<file path="src/ptc_pkg.sv">
// Shared types, constants and helper functions for the pressure and
// temperature compensation block. No dependencies.
`default_nettype none

package ptc_pkg;

  // Queue between the front (coefficient arithmetic) and back (divider) parts
  localparam int unsigned QUEUE_DEPTH = 4;

  // Width of the dividend and quotient of the pressure division
  localparam int unsigned NUM_W = 64;

  // Compensation constants
  localparam logic [32:0] TF_OFFSET = 33'd128000;
  localparam logic [20:0] P_FULL    = 21'd1048576;
  localparam logic [11:0] NUM_SCALE = 12'd3125;
  localparam logic [63:0] X_BIAS    = 64'h0000_8000_0000_0000;

  // Result status codes
  localparam logic [1:0] ST_OK       = 2'd0;
  localparam logic [1:0] ST_TF_ZERO  = 2'd1;
  localparam logic [1:0] ST_DIV_ZERO = 2'd2;

  // Configuration register indexes
  localparam logic [1:0] REG_TEMP    = 2'd0;
  localparam logic [1:0] REG_PRESS_A = 2'd1;
  localparam logic [1:0] REG_PRESS_B = 2'd2;
  localparam logic [1:0] REG_PRESS_C = 2'd3;

  typedef struct packed {
    logic [47:0] temp;
    logic [47:0] press_a;
    logic [47:0] press_b;
    logic [47:0] press_c;
  } ptc_coeffs_t;

  // One classified item handed from front to back
  typedef struct packed {
    logic [31:0] tc;
    logic [31:0] tf;
    logic [63:0] num;
    logic [31:0] den;
    logic [1:0]  status;
  } ptc_item_t;

  typedef struct packed {
    logic full;
    logic empty;
  } ptc_queue_stat_t;

  // Low 32-bit slice times a signed 16-bit coefficient, sign-extended to 64
  function automatic logic [63:0] mul_lo16(input logic [31:0] x, input logic [15:0] s);
    logic signed [48:0] p;
    p = $signed({1'b0, x}) * $signed(s);
    return {{15{p[48]}}, p};
  endfunction

  // High 32-bit slice times a signed 16-bit coefficient, low 32 bits only
  function automatic logic [31:0] mul_hi16(input logic [31:0] x, input logic [15:0] s);
    logic signed [48:0] p;
    p = $signed({1'b0, x}) * $signed(s);
    return p[31:0];
  endfunction

endpackage

`default_nettype wire

</file>
<file path="src/ptc_queue.sv">
// Short register queue between the front and back parts.
// Depends on ptc_pkg.
`default_nettype none

module ptc_queue #(
  parameter int unsigned Depth = ptc_pkg::QUEUE_DEPTH
) (
  input  wire                     clk,
  input  wire                     rst,
  input  wire                     push,
  input  ptc_pkg::ptc_item_t      item_in,
  input  wire                     pop,
  output ptc_pkg::ptc_item_t      head,
  output ptc_pkg::ptc_queue_stat_t stat
);

  localparam int unsigned IdxW = (Depth > 1) ? $clog2(Depth) : 1;
  localparam int unsigned CntW = $clog2(Depth + 1);
  localparam logic [IdxW-1:0] LastIdx = IdxW'(Depth - 1);

  ptc_pkg::ptc_item_t mem [Depth];
  logic [IdxW-1:0] wr_ptr;
  logic [IdxW-1:0] rd_ptr;
  logic [CntW-1:0] count;

  always_ff @(posedge clk) begin
    if (rst) begin
      wr_ptr <= '0;
      rd_ptr <= '0;
      count  <= '0;
    end else begin
      if (push) begin
        wr_ptr <= (wr_ptr == LastIdx) ? '0 : wr_ptr + 1'b1;
      end
      if (pop) begin
        rd_ptr <= (rd_ptr == LastIdx) ? '0 : rd_ptr + 1'b1;
      end
      if (push && !pop) begin
        count <= count + 1'b1;
      end else if (pop && !push) begin
        count <= count - 1'b1;
      end
    end
  end

  always_ff @(posedge clk) begin
    if (push) begin
      mem[wr_ptr] <= item_in;
    end
  end

  assign head       = mem[rd_ptr];
  assign stat.full  = (count == CntW'(Depth));
  assign stat.empty = (count == '0);

endmodule

`default_nettype wire

</file>
<file path="config.mk">
export PLATFORM = sky130hd
export DESIGN_NAME = ptc_queue
export DESIGN_NICKNAME = d
export VERILOG_FILES = /design/src/ptc_pkg.sv /design/src/ptc_queue.sv
export SDC_FILE = /design/constraint.sdc
export NUM_CORES = 1
export LEC_CHECK = 0
export ABC_AREA = 1
export BUFFER_PORTS_ARGS = -buffer_cell sky130_fd_sc_hd__buf_2
export CAP_MARGIN = 20
export CORE_MARGIN = 2
export CORE_UTILIZATION = 24
export CTS_BUF_LIST = sky130_fd_sc_hd__clkbuf_2 sky130_fd_sc_hd__clkbuf_4 sky130_fd_sc_hd__clkbuf_8
export CTS_CLUSTER_DIAMETER = 50
export CTS_CLUSTER_SIZE = 24
export DETAILED_ROUTE_END_ITERATION = 6
export PLACE_DENSITY = 0.38
export SYNTH_ARGS = -nofsm -noshare
export SYNTH_HDL_FRONTEND = slang
export SYNTH_SLANG_ARGS = --single-unit
</file>
<file path="constraint.sdc">
create_clock -name clk -period 5.8 [get_ports clk]
set_clock_uncertainty 0.05 [all_clocks]
set_input_delay 1.45 -clock clk [delete_from_list [all_inputs] [get_ports clk]]
set_output_delay 1.45 -clock clk [all_outputs]
set_load 0.02 [all_outputs]
</file>
==> key figures, run 1 <==
Worst setup path
  • Cell mode on critical path: buf_4
  • Worst path slowest cell: buf_4
  • CP Capture Type: output pin
  • Startpoint Class: register
  • Buf+Inv Stages, Crit Path: 3
  • CP endpoint: head[158]
  • Critical Path RT: about 4.3 ns
  • Kind of critical path: reg -> out
  • RR Startpoint: wr_ptr[0]
  • Crit path largest cell delay: between 0.6 and 0.7 ns
  • R2r setup slk: around 3.5 ns
  • Crit-path cells: buf_4 -> buf_4 -> o21ai_0 -> o22ai_1 -> buf_2
  • Stages on worst setup path: 5
  • Reg2reg path depth: 5
  • Top cell family by delay on the critical path: buffers and inverters
  • Crit path max fanout: 66
  • RR Endpoint: mem[0][136]
  • WP data arrival: 3.14 ns

Layout
  • Post-Layout Cell Count: approximately 3400
  • Commonest cells after routing, fill and taps aside: 648 x edfxtp_1, 332 x nor2_1, 329 x buf_2
  • Share of post-route cells with drive strength above 1: 0.2511
  • Most common cell after layout, fill and taps aside: edfxtp_1
  • Net count, final: around 2100
  • Area delta synth->final: 19.83%
  • # fillers: 10400

CTS
  • Post CTS Setup Buffer Count: 0
  • Clock buffer count from CTS: 90
  • Clock Sinks: between 600 and 700
  • Clk Tree Root Cell: clkbuf_8
  • Worst-Skew Late Latency: 0.69 ns
  • CTS resizes: 0
  • H-tree levels: 3
  • CTS tree: built
  • Reg clk slew, reported paths: approximately 0.07 ns
  • Hold Buf Count CTS: 0
  • Clock buffer depth: 3

Placement
  • Port bufs: roughly 330
  • Worst slack, placed: 1.790 ns
  • Inst Count DP: ~3200
  • DP HPWL: ~35 mm
  • Gpl congestion: about 0.71

Timing
  • Worst relative slew slack: 0.2157
  • Final hold vios: 0
  • Final worst-path cycle share: 0.8007
  • Setup tns final: 0 ns
  • Fin worst setup slack: 1.156 ns
  • Minimum clock period: between 4 and 5 ns
  • Final slew viol count: 0
  • Fin Hold WS: about 0.49 ns
  • Endpoints failing setup: 0
  • RSZ-0062 raised after global routing: no
  • Tightest Pin Transition: between 1 and 1.5 ns
  • Fmax: around 220 MHz

Floorplanning
  • Die Width: about 320 um
  • Core footprint: between 100000 and 150000 sq um
  • Starting density of the core: 0.2418
  • IO Count: 330
  • Die height: ~320 um
  • Full die area: between 100000 and 150000 sq um
  • Row cnt: around 120

Detailed routing
  • Routed WL: ~67 mm
  • Pre-antenna DRT Iters: 5
  • Routed Antenna Nets: 0
  • Iter 0 DRT Violations: just over 800
  • Via count: 14700
  • # DRC: 0
  • Via/cell ratio: about 4.3
  • Routed length per instance: 19.74 um

Global route
  • First-pass GRT wire length: a little under 100 mm
  • Grt total ovfl: 0
  • Number of global-route vias before repair: approximately 15000
  • Initial antenna violation count: 26
  • Overall routing resource usage: 0.1250
  • Largest net degree at the start of global routing: 191

Synth
  • Ys Warns: 0
  • Syn Inst Count: between 1500 and 2000
  • #FFs+latches synth: around 660
  • Post-synthesis cell area: between 20000 and 25000 sq um
  • Post-Syn Area per Cell: about 15 sq um
  • Syn Nets: approximately 1800
  • Synth unique cells: 25
  • Seq/Total Area, Yosys: 0.7995

Power and ir drop
  • PwrDens: between 300 and 400 nW/um^2
  • Peak supply drop: between 150 and 200 uV
  • Leakage power: roughly 9.9 nW

Run
  • Max_cap viols: 0

Hold path
  • Hold path depth: 2
  • Hold Crit Class: reg -> reg

Status
  • Run status: finished, final reports clean
## synth_stat cells, drive strengths merged
cell type  number  area, sq um
a21oi           3        15.01
buf            62        591.8
clkbuf         44        172.7
dfxtp           9        180.2
edfxtp        648        19460
fa              1        20.02
ha              6        75.07
inv            16        72.57
nand2           8        30.03
nand3           1        5.000
nand4           1        6.260
nor2          332         1246
nor3            4        20.02
o21ai         327         1637
o22ai         162         1026
xor2            1        8.760
## how the worst min path moves through the flow
stage | start | end
2_1_floorplan | wr_ptr[1] | wr_ptr[1]
6_report | rd_ptr[1] | register
5_1_grt | wr_ptr[1] | wr_ptr[1]
3_5_place_dp | wr_ptr[1] | wr_ptr[1]
4_1_cts | wr_ptr[1] | wr_ptr[1]
3_3_place_gp | wr_ptr[1] | wr_ptr[1]
## routing by layer
layer	up-vias	track usage	routed length [um]
li1	6837	-	-
met1	7347	0.1596	29650
met2	352	0.1959	30530
met3	128	0.04814	5299
met4	40	0.03745	1311
met5	-	0	257
## kinds of logic (layout without fill, tap and decap cells)
group	Yosys count	after routing	synth area share
and+or+nand+nor	346	346	0.05323
adders and majority gates	7	7	0.003871
buffers and inverters	122	524	0.03408
AOI/OAI and AO/OA	492	492	0.1090
xor gates and xnor gates	1	1	0.0003566
other	0	2	0
DFF	657	657	0.7995
## state kept, by name, indices dropped and copies added, names as in the netlist, named ones only
name and count:
rd_ptr 2, mem 648, count 3, wr_ptr 2
## metrics by stage
| step | utilization | power (mW) | area (sq um) |
|---|---|---|---|
| 3_3_place_gp | 0.2702 | 6.776 | 27450 |
| 4_1_cts | 0.2897 | 10.81 | 29430 |
| 6_report | 0.2897 | 10.60 | 29440 |
| 5_1_grt | 0.2897 | 11.10 | 29440 |
| 3_5_place_dp | 0.2702 | 6.789 | 27450 |
| 2_1_floorplan | - | 6.300 | 24560 |
## power breakdown
part	internal (mW)	total (mW)	switching (mW)
Sequential	5.43	5.47	0.0474
Clock	2.03	3.95	1.93
Combinational	0.320	1.17	0.853
Total	7.77	10.6	2.83
## cell type report
class | instances | area, sq um | area share
inverter | 16 | 105.1 | 0.003571
sequential | 657 | 19650 | 0.6674
clock inverter | 64 | 686.9 | 0.02334
multi-input combinational | 846 | 4089 | 0.1389
timing repair buffer | 347 | 1894 | 0.06435
tap | 1368 | 1712 | 0.05815
antenna | 2 | 5.005 | 0.0001700
clock buffer | 97 | 1297 | 0.04408
## worst register-to-register path: stages, from the launching register on
cell     delay [ns]
dfxtp_1        0.36
inv_1          0.09
ha_1           0.14
nand2_1        0.12
inv_8          0.65
buf_4          0.58
No activity file was read; power rests on OpenSTA's default activity.
==> inputs of run 2 (changes only) <==
==> constraint.sdc (replaced) <==
create_clock -name clk -period 4.3 [get_ports clk]
set_clock_uncertainty 0.05 [all_clocks]
set_input_delay 1.075 -clock clk [delete_from_list [all_inputs] [get_ports clk]]
set_output_delay 1.075 -clock clk [all_outputs]
set_load 0.02 [all_outputs]
==> key figures, run 2 (same netlist as run 1, synthesis figures left out) <==
Run
  • Max_cap viols: 0

Timing
  • Fin worst setup slack: about 0.46 ns
  • RSZ-0062 raised after global routing: no
  • Minimum clock period: between 3 and 4 ns
  • Worst relative slew slack: 0.1793
  • Fin Hold WS: approximately 0.48 ns
  • Tightest Pin Transition: 1.231 ns
  • Final worst-path cycle share: 0.8925
  • Final slew viol count: 0
  • Fmax: around 260 MHz
  • Endpoints failing setup: 0
  • Final hold vios: 0
  • Setup tns final: 0 ns

CTS
  • Clock buffer depth: 3
  • Clock Sinks: 657
  • CTS resizes: 0
  • Clock buffer count from CTS: 90
  • Hold Buf Count CTS: 0
  • Clk Tree Root Cell: clkbuf_8
  • Reg clk slew, reported paths: ~0.080 ns
  • H-tree levels: 3
  • CTS tree: built
  • Worst-Skew Late Latency: a little over 0.7 ns
  • Post CTS Setup Buffer Count: 0

Detailed routing
  • # DRC: 0
  • Pre-antenna DRT Iters: 4
  • Iter 0 DRT Violations: between 800 and 900
  • Routed Antenna Nets: 0
  • Via/cell ratio: around 4.3
  • Routed WL: 67.39 mm
  • Routed length per instance: about 20 um
  • Via count: ~15000

Hold path
  • Hold path depth: 2
  • WHS Endpoint: wr_ptr[1]
  • Hold Crit Class: reg -> reg
  • Hold wc startpoint: wr_ptr[1]

Placement
  • Port bufs: between 300 and 400
  • Dpl cell area: about 28000 sq um
  • Inst Count DP: 3242
  • Gpl congestion: around 0.70
  • Worst slack, placed: approximately 1.2 ns
  • DP HPWL: ~36 mm

Worst setup path
  • Critical Path RT: approximately 3.2 ns
  • CP Capture Type: output pin
  • Crit path largest cell delay: roughly 0.42 ns
  • R2r setup slk: approximately 2.2 ns
  • Startpoint Class: register
  • Crit path max fanout: ~150
  • RR Endpoint: mem[1][53]
  • Worst path slowest cell: dfxtp_4
  • Reg2reg path depth: 4
  • Crit-path cells: inv_12 -> buf_4 -> o21ai_0 -> o22ai_1 -> buf_2
  • RR Startpoint: wr_ptr[0]
  • Kind of critical path: reg -> out
  • WP data arrival: around 2.7 ns

Layout
  • Post-Layout Cell Count: 3416
  • Area of the multi-input gates: 4089 sq um
  • Post-route cell area: 29680 sq um
  • Commonest cells after routing, fill and taps aside: 648 x edfxtp_1, 332 x nor2_1, 329 x buf_2
  • Share of post-route cells with drive strength above 1: 0.2581
  • # fillers: ~10000
  • Top flop regs: mem x648, count x3
  • Core Util, Final: 0.2921
  • Net count, final: ~2100
  • FF+latch area: between 15000 and 20000 sq um
  • Area delta synth->final: 20.81%
  • Most common cell after layout, fill and taps aside: edfxtp_1
  • Flip-flop count of the largest register after layout: 648
  • Biggest register: mem

Power and ir drop
  • Peak supply drop: 280.3 uV
  • Leakage power: between 9 and 10 nW
  • Pwr Total: roughly 14 mW
  • PwrDens: 488.2 nW/um^2

Global route
  • Initial antenna violation count: 16
  • Largest net degree at the start of global routing: around 160
  • Grt total ovfl: 0
  • First-pass GRT wire length: just under 100 mm
  • Number of global-route vias before repair: about 15000
  • Overall routing resource usage: 0.1262

Floorplanning
  • IO Count: 330
  • Core footprint: 101600 sq um
  • Starting density of the core: 0.2418
  • Die Width: 323.9 um
  • Die height: around 320 um
  • Full die area: approximately 100000 sq um
  • Row cnt: 117

Status
  • Run status: finished, final reports clean
[run 2: cell count changes in the layout (fill, tap and decap cells not counted), sizes merged]
cell,change
clkinvlp,+17
buf,+8
clkinv,-7
clkbuf,-4
diode,+4
inv,+1
[run 2: how the worst max path moves through the flow]
| stage | to | from |
|---|---|---|
| 2_1_floorplan | mem[3][0] | push |
| 3_3_place_gp | head[62] | register |
| 3_5_place_dp | head[33] | register |
| 4_1_cts | head[62] | register |
| 5_1_grt | head[135] | register |
| 6_report | head[125] | register |
[run 2: worst max-delay path: cells and delay by family (launching register included)]
family | cells | cell delay (ns)
flops | 1 | 0.42
compound gates | 2 | 0.30
buf+inv | 3 | 0.98
[run 2: area by class of cell]
class | instances | area share
diodes | 6 | 0.0005059
clock inverters | 75 | 0.02846
multi-input cells | 846 | 0.1378
inverters | 16 | 0.003120
well taps | 1368 | 0.05768
repair buffers | 355 | 0.06796
clock buffers | 93 | 0.04250
flip-flops and latches | 657 | 0.6620
[run 2: power by group]
group	internal [mW]	switching, mW	leakage [nW]
sequential	7.32	0.0697	6.03
combinational	0.444	1.14	2.93
clock	2.76	2.75	0.999
total	10.5	3.96	9.95
[run 2: layer usage]
layer,share of wire,track usage
met2,0.48,0.2096
met3,0.075,0.04658
met4,0.023,0.03817
met1,0.42,0.1520
met5,0.0021,0
